`src/design/html_entity_escaper_core_defines.svh`:
```
// Assertion macros for the HTML entity escaper core.
// Used by the top level; expects clk_i and rst_ni in scope.
`ifndef HTML_ENTITY_ESCAPER_CORE_DEFINES_SVH
`define HTML_ENTITY_ESCAPER_CORE_DEFINES_SVH

// Same-cycle implication, checked out of reset.
`define HEE_ASSERT_NOW(lbl, ante, cons, msg) \
  lbl: assert property (@(posedge clk_i) disable iff (!rst_ni) (ante) |-> (cons)) \
    else $error(msg);

// Next-cycle implication, checked out of reset.
`define HEE_ASSERT_NEXT(lbl, ante, cons, msg) \
  lbl: assert property (@(posedge clk_i) disable iff (!rst_ni) (ante) |=> (cons)) \
    else $error(msg);

`endif

```
`src/design/hee_pkg.sv`:
```
// Shared types, constants and the entity name table for the escaper.
// No dependencies; imported by every module of the core.
package hee_pkg;

  localparam int unsigned NameMax  = 6;
  localparam int unsigned NameBits = 8 * NameMax;

  localparam logic [7:0] CharAmp  = 8'h26;
  localparam logic [7:0] CharSemi = 8'h3B;

  // One classified input byte, as it travels through the queue.
  typedef struct packed {
    logic                hit;   // byte is replaced by an entity
    logic [2:0]          len;   // name length, 2..6
    logic [NameBits-1:0] name;  // name, first char in the highest used byte
    logic [7:0]          raw;   // the byte itself
  } hee_item_t;

  typedef struct packed {
    logic empty;
    logic full;
  } hee_q_status_t;

  typedef struct packed {
    logic pop;
    logic mid_run;
  } hee_back_status_t;

  // Entity name for a byte, zero-padded at the top; all zero on pass-through.
  function automatic logic [NameBits-1:0] entity_name(input logic [7:0] b);
    logic [NameBits-1:0] nm;
    nm = '0;
    case (b)
      8'd38:  nm = NameBits'("amp");
      8'd60:  nm = NameBits'("lt");
      8'd62:  nm = NameBits'("gt");
      8'd34:  nm = NameBits'("quot");
      8'd160: nm = NameBits'("nbsp");
      8'd161: nm = NameBits'("iexcl");
      8'd162: nm = NameBits'("cent");
      8'd163: nm = NameBits'("pound");
      8'd164: nm = NameBits'("curren");
      8'd165: nm = NameBits'("yen");
      8'd166: nm = NameBits'("brvbar");
      8'd167: nm = NameBits'("sect");
      8'd168: nm = NameBits'("uml");
      8'd169: nm = NameBits'("copy");
      8'd170: nm = NameBits'("ordf");
      8'd171: nm = NameBits'("laquo");
      8'd172: nm = NameBits'("not");
      8'd173: nm = NameBits'("shy");
      8'd174: nm = NameBits'("reg");
      8'd175: nm = NameBits'("macr");
      8'd176: nm = NameBits'("deg");
      8'd177: nm = NameBits'("plusmn");
      8'd178: nm = NameBits'("sup2");
      8'd179: nm = NameBits'("sup3");
      8'd180: nm = NameBits'("acute");
      8'd181: nm = NameBits'("micro");
      8'd182: nm = NameBits'("para");
      8'd183: nm = NameBits'("middot");
      8'd184: nm = NameBits'("cedil");
      8'd185: nm = NameBits'("sup1");
      8'd186: nm = NameBits'("ordm");
      8'd187: nm = NameBits'("raquo");
      8'd188: nm = NameBits'("frac14");
      8'd189: nm = NameBits'("frac12");
      8'd190: nm = NameBits'("frac34");
      8'd191: nm = NameBits'("iquest");
      8'd192: nm = NameBits'("Agrave");
      8'd193: nm = NameBits'("Aacute");
      8'd194: nm = NameBits'("Acirc");
      8'd195: nm = NameBits'("Atilde");
      8'd196: nm = NameBits'("Auml");
      8'd197: nm = NameBits'("Aring");
      8'd198: nm = NameBits'("AElig");
      8'd199: nm = NameBits'("Ccedil");
      8'd200: nm = NameBits'("Egrave");
      8'd201: nm = NameBits'("Eacute");
      8'd202: nm = NameBits'("Ecirc");
      8'd203: nm = NameBits'("Euml");
      8'd204: nm = NameBits'("Igrave");
      8'd205: nm = NameBits'("Iacute");
      8'd206: nm = NameBits'("Icirc");
      8'd207: nm = NameBits'("Iuml");
      8'd208: nm = NameBits'("ETH");
      8'd209: nm = NameBits'("Ntilde");
      8'd210: nm = NameBits'("Ograve");
      8'd211: nm = NameBits'("Oacute");
      8'd212: nm = NameBits'("Ocirc");
      8'd213: nm = NameBits'("Otilde");
      8'd214: nm = NameBits'("Ouml");
      8'd215: nm = NameBits'("times");
      8'd216: nm = NameBits'("Oslash");
      8'd217: nm = NameBits'("Ugrave");
      8'd218: nm = NameBits'("Uacute");
      8'd219: nm = NameBits'("Ucirc");
      8'd220: nm = NameBits'("Uuml");
      8'd221: nm = NameBits'("Yacute");
      8'd222: nm = NameBits'("THORN");
      8'd223: nm = NameBits'("szlig");
      8'd224: nm = NameBits'("agrave");
      8'd225: nm = NameBits'("aacute");
      8'd226: nm = NameBits'("acirc");
      8'd227: nm = NameBits'("atilde");
      8'd228: nm = NameBits'("auml");
      8'd229: nm = NameBits'("aring");
      8'd230: nm = NameBits'("aelig");
      8'd231: nm = NameBits'("ccedil");
      8'd232: nm = NameBits'("egrave");
      8'd233: nm = NameBits'("eacute");
      8'd234: nm = NameBits'("ecirc");
      8'd235: nm = NameBits'("euml");
      8'd236: nm = NameBits'("igrave");
      8'd237: nm = NameBits'("iacute");
      8'd238: nm = NameBits'("icirc");
      8'd239: nm = NameBits'("iuml");
      8'd240: nm = NameBits'("eth");
      8'd241: nm = NameBits'("ntilde");
      8'd242: nm = NameBits'("ograve");
      8'd243: nm = NameBits'("oacute");
      8'd244: nm = NameBits'("ocirc");
      8'd245: nm = NameBits'("otilde");
      8'd246: nm = NameBits'("ouml");
      8'd247: nm = NameBits'("divide");
      8'd248: nm = NameBits'("oslash");
      8'd249: nm = NameBits'("ugrave");
      8'd250: nm = NameBits'("uacute");
      8'd251: nm = NameBits'("ucirc");
      8'd252: nm = NameBits'("uuml");
      8'd253: nm = NameBits'("yacute");
      8'd254: nm = NameBits'("thorn");
      8'd255: nm = NameBits'("yuml");
      default: nm = '0;
    endcase
    return nm;
  endfunction

endpackage

```
`src/design/hee_fifo.sv`:
```
// Two-entry queue of classified items between front and back ends.
// Depends on hee_pkg for the item and status types.
module hee_fifo
  import hee_pkg::*;
(
  input  logic          clk_i,
  input  logic          rst_ni,
  input  logic          push_i,
  input  hee_item_t     push_item_i,
  input  logic          pop_i,
  output hee_item_t     head_o,
  output hee_q_status_t status_o
);

  hee_item_t  mem_q [2];
  logic       wr_ptr_q, wr_ptr_d;
  logic       rd_ptr_q, rd_ptr_d;
  logic [1:0] cnt_q, cnt_d;

  always_comb begin
    wr_ptr_d = push_i ? !wr_ptr_q : wr_ptr_q;
    rd_ptr_d = pop_i ? !rd_ptr_q : rd_ptr_q;
    cnt_d    = cnt_q;
    if (push_i && !pop_i) begin
      cnt_d = cnt_q + 2'd1;
    end else if (pop_i && !push_i) begin
      cnt_d = cnt_q - 2'd1;
    end
  end

  always_ff @(posedge clk_i or negedge rst_ni) begin
    if (!rst_ni) begin
      wr_ptr_q <= 1'b0;
      rd_ptr_q <= 1'b0;
      cnt_q    <= 2'd0;
    end else begin
      wr_ptr_q <= wr_ptr_d;
      rd_ptr_q <= rd_ptr_d;
      cnt_q    <= cnt_d;
    end
  end

  always_ff @(posedge clk_i) begin
    if (push_i) begin
      mem_q[wr_ptr_q] <= push_item_i;
    end
  end

  assign head_o         = mem_q[rd_ptr_q];
  assign status_o.empty = (cnt_q == 2'd0);
  assign status_o.full  = (cnt_q == 2'd2);

endmodule

```
`config.mk`:
```
export PLATFORM = sky130hd
export DESIGN_NAME = hee_fifo
export DESIGN_NICKNAME = d
export VERILOG_FILES = /design/src/design/html_entity_escaper_core_defines.svh /design/src/design/hee_pkg.sv /design/src/design/hee_fifo.sv
export SDC_FILE = /design/constraint.sdc
export NUM_CORES = 1
export LEC_CHECK = 0
export CORE_AREA = 5 5 124 126
export DETAILED_ROUTE_END_ITERATION = 6
export DIE_AREA = 0 0 129 131
export DONT_BUFFER_PORTS = 1
export PLACE_DENSITY_LB_ADDON = 0.1
export RECOVER_POWER = 100
export REMOVE_ABC_BUFFERS = 1
export SYNTH_ARGS = -nofsm -noshare
export SYNTH_HDL_FRONTEND = slang
export SYNTH_SLANG_ARGS = --single-unit
```
`constraint.sdc`:
```
create_clock -name clk_i -period 6.6 [get_ports clk_i]
set_clock_uncertainty 0.2 [all_clocks]
set_input_delay 0.33 -clock clk_i [delete_from_list [all_inputs] [get_ports clk_i]]
set_output_delay 0.33 -clock clk_i [all_outputs]
set_load 0.01 [all_outputs]
```
==> results.sh <==
export IMPL_power_mw=2.48
export IMPL_holdCritPathClass="in2reg"
export IMPL_vdd_drop_max_uv=205
export IMPL_critPathCaptureType="register"
export IMPL_syn_avg_cell_area_sq_um=23.7
export IMPL_diodes=0
export IMPL_fillCellCount=1271
export IMPL_critPathArrivalTime_ns=3.47
export IMPL_drive_gt1_frac=0.0956
export IMPL_port_buffers=0
export IMPL_hold_viol=0
export IMPL_whs_ns=0.0338
export IMPL_synth_cell_types=13
export IMPL_setup_viol=0
export IMPL_clockBufferDepth=2
export IMPL_setup_tns_ns=0
export IMPL_min_from="pop_i"
export IMPL_drt_iter0_drc=46
export IMPL_start_kind="register"
export IMPL_io_pins=126
export IMPL_path_class="reg2reg"
export IMPL_cap_violations=3
export IMPL_clockRootBuffer="clkbuf_16"
export IMPL_hpwlAfterDp_um=5150
export IMPL_critPathLaunch="wr_ptr_q$_DFFE_PN0P_"
export IMPL_coreArea_sq_um=14200
export IMPL_syn_instance_count=203
export IMPL_detail_route_wl_per_cell_um=17.1
export IMPL_vias=2033
export IMPL_cts_made_buffers=17
export IMPL_synth_ff_latch_count=124
export IMPL_grt_max_degree=62
export IMPL_relSlewSlack=-1.33
export IMPL_grt_antenna_before_repair=0
export IMPL_violations="capacitance limit, slew limit"
export IMPL_drt_first_pass_iters=4
export IMPL_drt_total_wl_um=8170
export IMPL_finalWeightedCongestion=0.646
export IMPL_grt_setup_unrepaired="false"
export IMPL_synth_area_top_cells="edfxtp_1, mux2_4, buf_12"
export IMPL_clk_pin_slew_ns=0.05
export IMPL_start_util=0.339
export IMPL_htree_levels=4
export IMPL_ys_warn_count=0
export IMPL_min_period_over_period=0.567
export IMPL_grtUsageTotal=0.0977
export IMPL_drc=0
export IMPL_die_h_um=131
export IMPL_status="finished with violations"
export IMPL_vias_per_cell=4.26
export IMPL_grt_overflow_total=0
export IMPL_power_leakage_nw=2.02
export IMPL_area_delta_synth_final_pct=22.8
export IMPL_die_w_um=129
export IMPL_grt_first_pass_wirelength_um=11900
export IMPL_clock_fmax_mhz=267
export IMPL_cts_tree="yes"
export IMPL_worst_r2r_startpoint="wr_ptr_q$_DFFE_PN0P_"
export IMPL_synth_area_sq_um=4820
export IMPL_reg2reg_depth=2
export IMPL_worst_path_max_fanout=60
export IMPL_p_per_area_nw_per_um2=420
export IMPL_period_needed_ns=3.74
export IMPL_insertion_delay_ns=0.40
export IMPL_min_delay_path_depth=3
export IMPL_worst_pin_slew_ns=3.50
export IMPL_ant_nets=0
export IMPL_first_global_vias=2220
export IMPL_final_nets=346
export IMPL_clkSinkCount=124
export IMPL_required_ns=6.32
export IMPL_rows=44
export IMPL_synth_top_cell_by_area="edfxtp_1"
export IMPL_dieArea_sq_um=16900
export IMPL_synth_seq_area_share=0.769
export IMPL_synth_top_area_share=0.748
export IMPL_drv_slew=184
cell type report:
type	count	area (sq um)	share of cell area
Sequential cell	124	3700	0.626
Multi-Input combinational cell	71	767	0.130
Timing Repair Buffer	66	648	0.110
Clock buffer	21	440	0.0744
Tap cell	184	230	0.0389
Clock inverter	10	124	0.0209
Inverter	1	3.75	0.000634
timing repair:
| item | CTS | global route |
|---|---|---|
| hold buffers | 64 | 0 |
| gates resized for setup | 0 | 0 |
| buffers inserted | 0 | 0 |
| hold endpoints to repair | 127 | 0 |
| setup endpoints to repair | 0 | 0 |
critical path: stages (launching register included):
cell	delay [ns]
dfrtp_1	0.41
and2_2	0.17
clkbuf_1	2.46
power breakdown:
group	switching [mW]	internal [mW]	total, mW
Sequential	0.110	1.06	1.17
Combinational	0.261	0.173	0.433
Clock	0.291	0.584	0.875
Yosys cell counts, drive strengths merged:
master and instances:
nor2b 2, dfrtp 4, ha 1, edfxtp 120
buf 7, nor2 2, xor2 4, mux2 60
inv 1, and2 1, xnor2 1
through the flow:
step	cells	setup WS [ns]	area [sq um]	util
final	477	2.86	5920	0.417
after floorplan	196	2.84	4690	-
after global routing	477	2.60	5920	0.417
after detailed placement	382	4.40	4940	0.348
after CTS	477	3.95	6150	0.433
after global placement	382	4.45	4940	0.348
placed cells by master, fill, tap and decap left out, types with 2 or more instances in the layout:
cell type,instances
nor2_1,2
edfxtp_1,120
dlygate4sd3_1,64
bufinv_16,3
xor2_1,4
mux2_1,60
dfrtp_1,4
clkbuf_16,17
clkinv_2,6
clkbuf_1,6
routing by layer:
layer  up-vias  global-route usage  wire length [um]
met5         -                   0                 0
met4         0              0.0537               121
met2        74               0.168              4210
met1       995              0.0920              3210
li1        956                   -                 -
met3         8              0.0549               631
cells by family after synthesis:
family	after synthesis	share of synthesized area
flops	124	0.769
mux	60	0.186
xor+xnor	5	0.00909
fa+ha+maj	1	0.00260
simple gates	5	0.00545
buf+inv	8	0.0280
sequential cells by signal, indices dropped and copies added, names as in the netlist:
register and count:
mem_q 120, cnt_q 2, wr_ptr_q 1, rd_ptr_q 1
path summary, 6_finish.rpt:
path | to | slack, ns
max in group asynchronous | rd_ptr_q$_DFFE_PN0P_ | 5.49
min in group asynchronous | cnt_q[1]$_DFFE_PN0P_ | 0.54
max reg2reg | mem_q[1][24]$_DFFE_PP_ | 2.86
min | cnt_q[0]$_DFFE_PN0P_ | 0.03
max | mem_q[1][24]$_DFFE_PP_ | 2.86
min reg2reg | cnt_q[1]$_DFFE_PN0P_ | 0.28
Note: power is estimated with default switching activity, not from simulation.
