## src/design/html_entity_escaper_core_defines.svh

```systemverilog
// Assertion macros for the HTML entity escaper core.
// Used by the top level; expects clk_i and rst_ni in scope.
`ifndef HTML_ENTITY_ESCAPER_CORE_DEFINES_SVH
`define HTML_ENTITY_ESCAPER_CORE_DEFINES_SVH

// Same-cycle implication, checked out of reset.
`define HEE_ASSERT_NOW(lbl, ante, cons, msg) \
  lbl: assert property (@(posedge clk_i) disable iff (!rst_ni) (ante) |-> (cons)) \
    else $error(msg);

// Next-cycle implication, checked out of reset.
`define HEE_ASSERT_NEXT(lbl, ante, cons, msg) \
  lbl: assert property (@(posedge clk_i) disable iff (!rst_ni) (ante) |=> (cons)) \
    else $error(msg);

`endif

```

## src/design/hee_pkg.sv

```systemverilog
// Shared types, constants and the entity name table for the escaper.
// No dependencies; imported by every module of the core.
package hee_pkg;

  localparam int unsigned NameMax  = 6;
  localparam int unsigned NameBits = 8 * NameMax;

  localparam logic [7:0] CharAmp  = 8'h26;
  localparam logic [7:0] CharSemi = 8'h3B;

  // One classified input byte, as it travels through the queue.
  typedef struct packed {
    logic                hit;   // byte is replaced by an entity
    logic [2:0]          len;   // name length, 2..6
    logic [NameBits-1:0] name;  // name, first char in the highest used byte
    logic [7:0]          raw;   // the byte itself
  } hee_item_t;

  typedef struct packed {
    logic empty;
    logic full;
  } hee_q_status_t;

  typedef struct packed {
    logic pop;
    logic mid_run;
  } hee_back_status_t;

  // Entity name for a byte, zero-padded at the top; all zero on pass-through.
  function automatic logic [NameBits-1:0] entity_name(input logic [7:0] b);
    logic [NameBits-1:0] nm;
    nm = '0;
    case (b)
      8'd38:  nm = NameBits'("amp");
      8'd60:  nm = NameBits'("lt");
      8'd62:  nm = NameBits'("gt");
      8'd34:  nm = NameBits'("quot");
      8'd160: nm = NameBits'("nbsp");
      8'd161: nm = NameBits'("iexcl");
      8'd162: nm = NameBits'("cent");
      8'd163: nm = NameBits'("pound");
      8'd164: nm = NameBits'("curren");
      8'd165: nm = NameBits'("yen");
      8'd166: nm = NameBits'("brvbar");
      8'd167: nm = NameBits'("sect");
      8'd168: nm = NameBits'("uml");
      8'd169: nm = NameBits'("copy");
      8'd170: nm = NameBits'("ordf");
      8'd171: nm = NameBits'("laquo");
      8'd172: nm = NameBits'("not");
      8'd173: nm = NameBits'("shy");
      8'd174: nm = NameBits'("reg");
      8'd175: nm = NameBits'("macr");
      8'd176: nm = NameBits'("deg");
      8'd177: nm = NameBits'("plusmn");
      8'd178: nm = NameBits'("sup2");
      8'd179: nm = NameBits'("sup3");
      8'd180: nm = NameBits'("acute");
      8'd181: nm = NameBits'("micro");
      8'd182: nm = NameBits'("para");
      8'd183: nm = NameBits'("middot");
      8'd184: nm = NameBits'("cedil");
      8'd185: nm = NameBits'("sup1");
      8'd186: nm = NameBits'("ordm");
      8'd187: nm = NameBits'("raquo");
      8'd188: nm = NameBits'("frac14");
      8'd189: nm = NameBits'("frac12");
      8'd190: nm = NameBits'("frac34");
      8'd191: nm = NameBits'("iquest");
      8'd192: nm = NameBits'("Agrave");
      8'd193: nm = NameBits'("Aacute");
      8'd194: nm = NameBits'("Acirc");
      8'd195: nm = NameBits'("Atilde");
      8'd196: nm = NameBits'("Auml");
      8'd197: nm = NameBits'("Aring");
      8'd198: nm = NameBits'("AElig");
      8'd199: nm = NameBits'("Ccedil");
      8'd200: nm = NameBits'("Egrave");
      8'd201: nm = NameBits'("Eacute");
      8'd202: nm = NameBits'("Ecirc");
      8'd203: nm = NameBits'("Euml");
      8'd204: nm = NameBits'("Igrave");
      8'd205: nm = NameBits'("Iacute");
      8'd206: nm = NameBits'("Icirc");
      8'd207: nm = NameBits'("Iuml");
      8'd208: nm = NameBits'("ETH");
      8'd209: nm = NameBits'("Ntilde");
      8'd210: nm = NameBits'("Ograve");
      8'd211: nm = NameBits'("Oacute");
      8'd212: nm = NameBits'("Ocirc");
      8'd213: nm = NameBits'("Otilde");
      8'd214: nm = NameBits'("Ouml");
      8'd215: nm = NameBits'("times");
      8'd216: nm = NameBits'("Oslash");
      8'd217: nm = NameBits'("Ugrave");
      8'd218: nm = NameBits'("Uacute");
      8'd219: nm = NameBits'("Ucirc");
      8'd220: nm = NameBits'("Uuml");
      8'd221: nm = NameBits'("Yacute");
      8'd222: nm = NameBits'("THORN");
      8'd223: nm = NameBits'("szlig");
      8'd224: nm = NameBits'("agrave");
      8'd225: nm = NameBits'("aacute");
      8'd226: nm = NameBits'("acirc");
      8'd227: nm = NameBits'("atilde");
      8'd228: nm = NameBits'("auml");
      8'd229: nm = NameBits'("aring");
      8'd230: nm = NameBits'("aelig");
      8'd231: nm = NameBits'("ccedil");
      8'd232: nm = NameBits'("egrave");
      8'd233: nm = NameBits'("eacute");
      8'd234: nm = NameBits'("ecirc");
      8'd235: nm = NameBits'("euml");
      8'd236: nm = NameBits'("igrave");
      8'd237: nm = NameBits'("iacute");
      8'd238: nm = NameBits'("icirc");
      8'd239: nm = NameBits'("iuml");
      8'd240: nm = NameBits'("eth");
      8'd241: nm = NameBits'("ntilde");
      8'd242: nm = NameBits'("ograve");
      8'd243: nm = NameBits'("oacute");
      8'd244: nm = NameBits'("ocirc");
      8'd245: nm = NameBits'("otilde");
      8'd246: nm = NameBits'("ouml");
      8'd247: nm = NameBits'("divide");
      8'd248: nm = NameBits'("oslash");
      8'd249: nm = NameBits'("ugrave");
      8'd250: nm = NameBits'("uacute");
      8'd251: nm = NameBits'("ucirc");
      8'd252: nm = NameBits'("uuml");
      8'd253: nm = NameBits'("yacute");
      8'd254: nm = NameBits'("thorn");
      8'd255: nm = NameBits'("yuml");
      default: nm = '0;
    endcase
    return nm;
  endfunction

endpackage

```

## src/design/hee_back.sv

```systemverilog
// Back end: walks the head item one character per cycle into the output register unless stalled.
// Depends on hee_pkg for the item type and character constants.
module hee_back
  import hee_pkg::*;
(
  input  logic             clk_i,
  input  logic             rst_ni,
  input  hee_item_t        head_i,
  input  hee_q_status_t    q_status_i,
  output hee_back_status_t status_o,
  output logic             out_valid_o,
  input  logic             out_stall_i,
  output logic [7:0]       out_char_o,
  output logic             last_of_run_o
);

  logic [2:0] pos_q, pos_d;
  logic       out_valid_q, out_valid_d;
  logic [7:0] out_char_q, out_char_d;
  logic       out_last_q, out_last_d;

  logic [2:0] last_pos;
  logic [2:0] name_idx;
  logic       is_last;
  logic       advance;
  logic       load;

  always_comb begin
    last_pos = head_i.hit ? 3'(head_i.len + 3'd1) : 3'd0;
    is_last  = (pos_q == last_pos);
    // first name char sits in the highest used byte
    name_idx = head_i.len - pos_q;
    advance  = !out_valid_q || !out_stall_i;
    load     = advance && !q_status_i.empty;

    if (!head_i.hit) begin
      out_char_d = head_i.raw;
    end else if (pos_q == 3'd0) begin
      out_char_d = CharAmp;
    end else if (is_last) begin
      out_char_d = CharSemi;
    end else begin
      out_char_d = head_i.name[{name_idx, 3'b000} +: 8];
    end
    out_last_d = is_last;

    pos_d       = pos_q;
    out_valid_d = out_valid_q;
    if (load) begin
      pos_d       = is_last ? 3'd0 : 3'(pos_q + 3'd1);
      out_valid_d = 1'b1;
    end else if (advance) begin
      out_valid_d = 1'b0;
    end
  end

  always_ff @(posedge clk_i or negedge rst_ni) begin
    if (!rst_ni) begin
      pos_q       <= 3'd0;
      out_valid_q <= 1'b0;
    end else begin
      pos_q       <= pos_d;
      out_valid_q <= out_valid_d;
    end
  end

  // payload: hold while stalled
  always_ff @(posedge clk_i) begin
    if (load) begin
      out_char_q <= out_char_d;
      out_last_q <= out_last_d;
    end
  end

  assign status_o.pop     = load && is_last;
  assign status_o.mid_run = (pos_q != 3'd0);

  assign out_valid_o   = out_valid_q;
  assign out_char_o    = out_char_q;
  assign last_of_run_o = out_last_q;

endmodule

```

## config.mk

```make
export PLATFORM = sky130hd
export DESIGN_NAME = hee_back
export DESIGN_NICKNAME = d
export VERILOG_FILES = /design/src/design/html_entity_escaper_core_defines.svh /design/src/design/hee_pkg.sv /design/src/design/hee_back.sv
export SDC_FILE = /design/constraint.sdc
export NUM_CORES = 1
export LEC_CHECK = 0
export BUFFER_PORTS_ARGS = -buffer_cell sky130_fd_sc_hd__buf_2
export CAP_MARGIN = 20
export CORE_ASPECT_RATIO = 1.1
export CORE_MARGIN = 3
export CORE_UTILIZATION = 40
export DETAILED_ROUTE_END_ITERATION = 8
export PLACE_DENSITY = 0.86
export RECOVER_POWER = 25
export SETUP_SLACK_MARGIN = 0.5
export SYNTH_ARGS = -nofsm -noshare
export SYNTH_HDL_FRONTEND = slang
export SYNTH_SLANG_ARGS = --single-unit
```

## constraint.sdc

```tcl
create_clock -name clk_i -period 5.5 [get_ports clk_i]
set_input_delay 0.275 -clock clk_i [delete_from_list [all_inputs] [get_ports clk_i]]
set_output_delay 0.275 -clock clk_i [all_outputs]
set_load 0.005 [all_outputs]
```

==> results.tsv, run 1 <==
metric	value	unit
critical path endpoint category	register	
Fmax	0.382	GHz
CP top delay family	adder cells	
initial core utilization	42.6	%
FFs w/ async S/R, synth	30.8	%
WL final	3040	um
die height	63.3	um
Critical path destination	out_char_o[6]	
Post-DP HPWL	2570	um
Hold Crit Start	q_status_i[1]	
vias in the first global route	1079	
Max Slew Vio Count	0	
clock buffer depth	2	
commonest non-fill, non-tap cells in the layout	buf_2 (72), nand2_1 (10), edfxtp_1 (9)	
Worst-Margin Slew	788	ps
Crit Path Category	register to register	
routed vias/inst	5.30	
port bufs	75	
Top Usage Layer GRT	met2	
sequential cell area fraction in the yosys report	31.0	%
Tcrit/Tclk final	47.6	%
Post-CTS Hold Buffers	1	
Filler Cell Count	256	
Post-Syn Instances	105	
fin nets	248	
CP Depth	6	
first-pass GRT wire length	4840	um
reg2reg end	out_char_o[6]	
initial drt markers	13	
slowest stage cell on the critical path	fa_1	
Post-synth EDFFs	9	
Worst Path Buf+Inv	0	
overall power	631	uW
Final Skew	7.01	ps
Req. time, crit path	5520	ps
Global Route met1 Usage	20.1	%
synthesized area	1190	um2
Clock transition at path regs	80	ps
Slew HR	47.5	%
area of the multi-input gates	743	um2
ANT cells	0	
routed length per placed instance	14.5	um
post-placement cell count	205	
grt total ovfl	0	
# DRC	0	
HP Class	input pin to register	
Power Density	399	nW/um2
post-route ant nets	0	
Reg2Reg Depth	6	
Final GP Congestion	0.766	
Final setup viols	0	
largest net degree at the start of global routing	17	
non-filler cells, final	210	
most common cell after layout, fill and taps aside	buf_2	
synth warn	0	
CTS tree	done	
root buf cell	clkbuf_4	
initial antenna violation count	0	
share of cells above drive strength 1	54.2	%
Avg Cell Area, Syn	11.4	um2
status	complete, no violations	
Crit. Startpoint	pos_q[0]	
core area	2800	um2
Worst Path Max Fanout	16	
Max Cap Viol	0	
number of buffers created by CTS	3	
Area Overhead vs Synth	32.4	%
H-tree levels	1	
Slowest Stage Delay on Critical Path	870	ps
drt pass-1 iters	4	
Sequential Area	370	um2
P_leak	0.000731	uW
IO Pins	77	
worst r2r src	pos_q[0]	
die area	3680	um2
Max VDD drop	0.295	mV
R2R setup slack	2880	ps
total setup buffers inserted after CTS	0	
clock latency on the worst-skew pair	270	ps
ys flop type	edfxtp_1	
GRT met2 Usage	30.6	%
number of cell rows	20	
crit-path cells	ha_1 > fa_1 > mux4_2 > nand2_1 > o21ai_0 > a22o_1	
Clock Sinks	13	
unrepaired setup endpoints after global routing	false	
Final min period	2620	ps
Fin. Hold Viols	0	
Total GRT Usage	16.7	%
met3 usage	1.64	%
Resize count post-CTS	0	
Setup crit start kind	register	
Die Wd	58.1	um
Syn Nets	175	
Yosys cell types	40	
Via Count	1114	
Seq cells post-synth	13	
WP data arrival	2640	ps
setup TNS	0	ps
flip-flops by register name (all words and copies together), names as in the netlist:
register,cells
out_char_o,8
pos_q,3
last_of_run_o,1
out_valid_o,1
cells in the mapped netlist (2+ instances only):
| cell type | count | area (um2) |
|---|---|---|
| a211oi_2 | 3 | 37.5 |
| a21oi_1 | 5 | 25.0 |
| a21oi_2 | 2 | 17.5 |
| a22o_1 | 2 | 17.5 |
| buf_2 | 2 | 10.0 |
| buf_6 | 2 | 22.5 |
| dfrtp_1 | 4 | 100 |
| edfxtp_1 | 9 | 270 |
| ha_1 | 4 | 50.1 |
| inv_1 | 5 | 18.8 |
| mux2_2 | 3 | 33.8 |
| mux2i_1 | 5 | 50.1 |
| mux4_2 | 8 | 180 |
| nand2_1 | 10 | 37.5 |
| nand2b_1 | 2 | 12.5 |
| nand3b_1 | 2 | 15.0 |
| nor2_1 | 4 | 15.0 |
| nor3b_1 | 5 | 37.5 |
| o21ai_0 | 2 | 10.0 |
| o2bb2ai_1 | 4 | 35.0 |
| xnor2_1 | 2 | 17.5 |
| xor2_1 | 2 | 17.5 |
cells by family after synthesis:
logic type | count (synthesis) | share of synthesized area (%)
XOR/XNOR | 5 | 4.29
multiplexers | 16 | 22.1
AND/OR/NAND/NOR | 27 | 12.3
buffers and inverters | 13 | 6.81
flip-flops | 13 | 31.0
AO/OA/AOI/OAI | 26 | 17.7
adder cells (fa/ha/maj) | 5 | 5.86
power breakdown:
group,leakage [uW],internal (uW),switching (uW)
registers,0.000135,135,20.6
clock network,0.0000150,28.1,30.2
logic,0.000581,213,204
total,0.000731,376,255
how the worst min path moves through the flow:
stage,cells after the start,to
2_1_floorplan,0,out_valid_o
3_3_place_gp,1,out_valid_o
3_5_place_dp,1,out_valid_o
4_1_cts,2,out_valid_o
5_1_grt,2,out_valid_o
6_report,2,out_valid_o
stage by stage:
step | area (um2) | hold slack (ps) | setup WS, ps | util, %
floorplan | 1190 | -20.6 | 3210 | -
global placement | 1550 | 83.2 | 2940 | 55.3
detailed placement | 1550 | 81.5 | 2920 | 55.3
CTS | 1590 | 188 | 2900 | 56.6
global route | 1580 | 181 | 2740 | 56.4
finish | 1580 | 187 | 2880 | 56.4
layer usage:
metal / wire length [um] / share of wire [%]
met1: 1210 / 40
met2: 1640 / 54
met3: 133 / 4.4
met4: 56 / 1.8
met5: 0 / 0
cell type report:
class | instances | area share, %
multi-input combinational | 79 | 47.0
sequential | 13 | 23.4
tap | 33 | 2.61
inverter | 5 | 1.19
timing repair buffer | 76 | 24.1
clock buffer | 4 | 1.66
worst register-to-register path, cell delays in order (launching register included):
cell,delay [ps]
dfrtp_1,460
ha_1,230
fa_1,870
mux4_2,410
nand2_1,70
o21ai_0,80
a22o_1,230
Note: power is estimated with default switching activity, not from simulation.
==> run 2, diff against run 1 <==
==> constraint.sdc (replaced) <==
create_clock -name clk_i -period 2.6 [get_ports clk_i]
set_input_delay 0.13 -clock clk_i [delete_from_list [all_inputs] [get_ports clk_i]]
set_output_delay 0.13 -clock clk_i [all_outputs]
set_load 0.005 [all_outputs]
==> run 2 against run 1 <==
Against the previous run: clock power rose by 110%; register-to-register slack got worse by 2400 ps; via count rose by 3.7%; worst hold slack got worse by 150 ps; die area is the same; sequential share of layout area down 2.4 points; largest power group unchanged.
==> results.tsv, run 2 (synthesized netlist as in run 1, its figures left out) <==
metric	value	unit
die area	3680	um2
grt total ovfl	0	
routed wire length on met3	240	um
highest metal used	met3	
unrepaired setup endpoints after global routing	true	
DR WL met2	1800	um
WP data arrival	2150	ps
Max Cap Viol	0	
Setup crit start kind	register	
core area	2800	um2
# DRC	0	
number of buffers created by CTS	3	
Final min period	2130	ps
pre-CTS WS	143	ps
Worst-Margin Slew	757	ps
IO Pins	77	
commonest non-fill, non-tap cells in the layout	buf_2 (71), edfxtp_1 (9), nand2_1 (8), mux4_2 (8), buf_4 (6)	
initial drt markers	28	
R2R setup slack	470	ps
worst r2r src	pos_q[0]	
HP Class	input pin to register	
Clock transition at path regs	70	ps
Tcrit/Tclk final	81.7	%
status	complete, no violations	
Final GP Congestion	0.737	
vias in the first global route	1254	
overall power	1660	uW
first-pass GRT wire length	5550	um
post-route ant nets	0	
Final setup viols	0	
Max Slew Vio Count	0	
Worst Path Max Fanout	4	
Fmax	0.470	GHz
final instance area	1770	um2
share of cells above drive strength 1	62.2	%
clock latency on the worst-skew pair	270	ps
critical path endpoint category	register	
Post-DP HPWL	2620	um
largest net degree at the start of global routing	17	
number of cell rows	20	
port bufs	75	
initial core utilization	42.6	%
ANT cells	0	
initial antenna violation count	0	
Power Density	938	nW/um2
max reg flops	8	
drt pass-1 iters	5	
Fin. Hold Viols	0	
Max VDD drop	0.701	mV
Hold Crit Depth	2	
Die Wd	58.1	um
P_leak	0.000799	uW
clock buffer depth	2	
Final Skew	0.925	ps
Clock Sinks	13	
reg2reg end	out_char_o[0]	
setup TNS	0	ps
Req. time, crit path	2620	ps
Hold Path Sink	out_valid_o	
die height	63.3	um
CTS tree	done	
Reg2Reg Depth	6	
most common cell after layout, fill and taps aside	buf_2	
routed vias/inst	5.23	
fin nets	259	
Slew HR	49.5	%
placed cell area	1590	um2
Hold Crit Start	q_status_i[1]	
met1 wire length	1300	um
Crit Path Category	register to register	
WL final	3340	um
routed length per placed instance	15.1	um
Via Count	1155	
H-tree levels	1	
root buf cell	clkbuf_4	
Area Overhead vs Synth	48.3	%
worst setup margin	475	ps
Total GRT Usage	19.4	%
==> run 2: cell type report <==
| class | instances | area, um2 |
|---|---|---|
| Fill cell | 258 | 1030 |
| Multi-Input combinational cell | 80 | 835 |
| Timing Repair Buffer | 86 | 479 |
| Sequential cell | 13 | 372 |
| Tap cell | 33 | 41.3 |
| Clock buffer | 4 | 26.3 |
| Inverter | 5 | 18.8 |
==> run 2: repair_timing <==
item | 4_1_cts | 5_1_grt
gates cloned | 1 | 0
setup buffers | 6 | 0
hold endpoints to repair | 4 | 0
setup endpoints to repair | 9 | 9
pin swaps | 6 | 6
hold buffers | 1 | 0
gates resized for setup | 13 | 9
==> run 2: layer usage <==
layer | vias up | global-route usage, %
li1 | 570 | -
met3 | 0 | 4.10
met1 | 537 | 23.6
met4 | 0 | 1.74
met5 | - | 0
met2 | 48 | 35.6
==> run 2: critical path, stage by stage, from the launching register on <==
cell,delay [ps]
dfrtp_1,380
ha_2,180
fa_2,580
buf_6,130
mux4_2,290
a211oi_2,220
o2bb2ai_1,90
==> run 2: per-stage QoR <==
step           util (%)  hold slack (ps)  cells
6_report           63.2             38.3    221
5_1_grt            63.2             48.7    221
4_1_cts            62.3             39.1    221
3_5_place_dp       56.8            -57.9    209
3_3_place_gp       56.8            -58.1    209
2_1_floorplan         -             -166    105
==> run 2: power by group <==
group          switching (uW)  internal, uW
clock network            60.8          59.4
logic                     551           664
registers                40.3           287
==> run 2: worst max-delay path by stage <==
stage                     startpoint             to  slack, ps
after floorplan             pos_q[0]  out_char_o[7]        500
after global placement      pos_q[0]  out_char_o[0]        220
after detailed placement    pos_q[0]  out_char_o[0]        140
after CTS                   pos_q[0]  out_char_o[0]        420
after global routing        pos_q[0]  out_char_o[4]        390
final                       pos_q[0]  out_char_o[0]        470
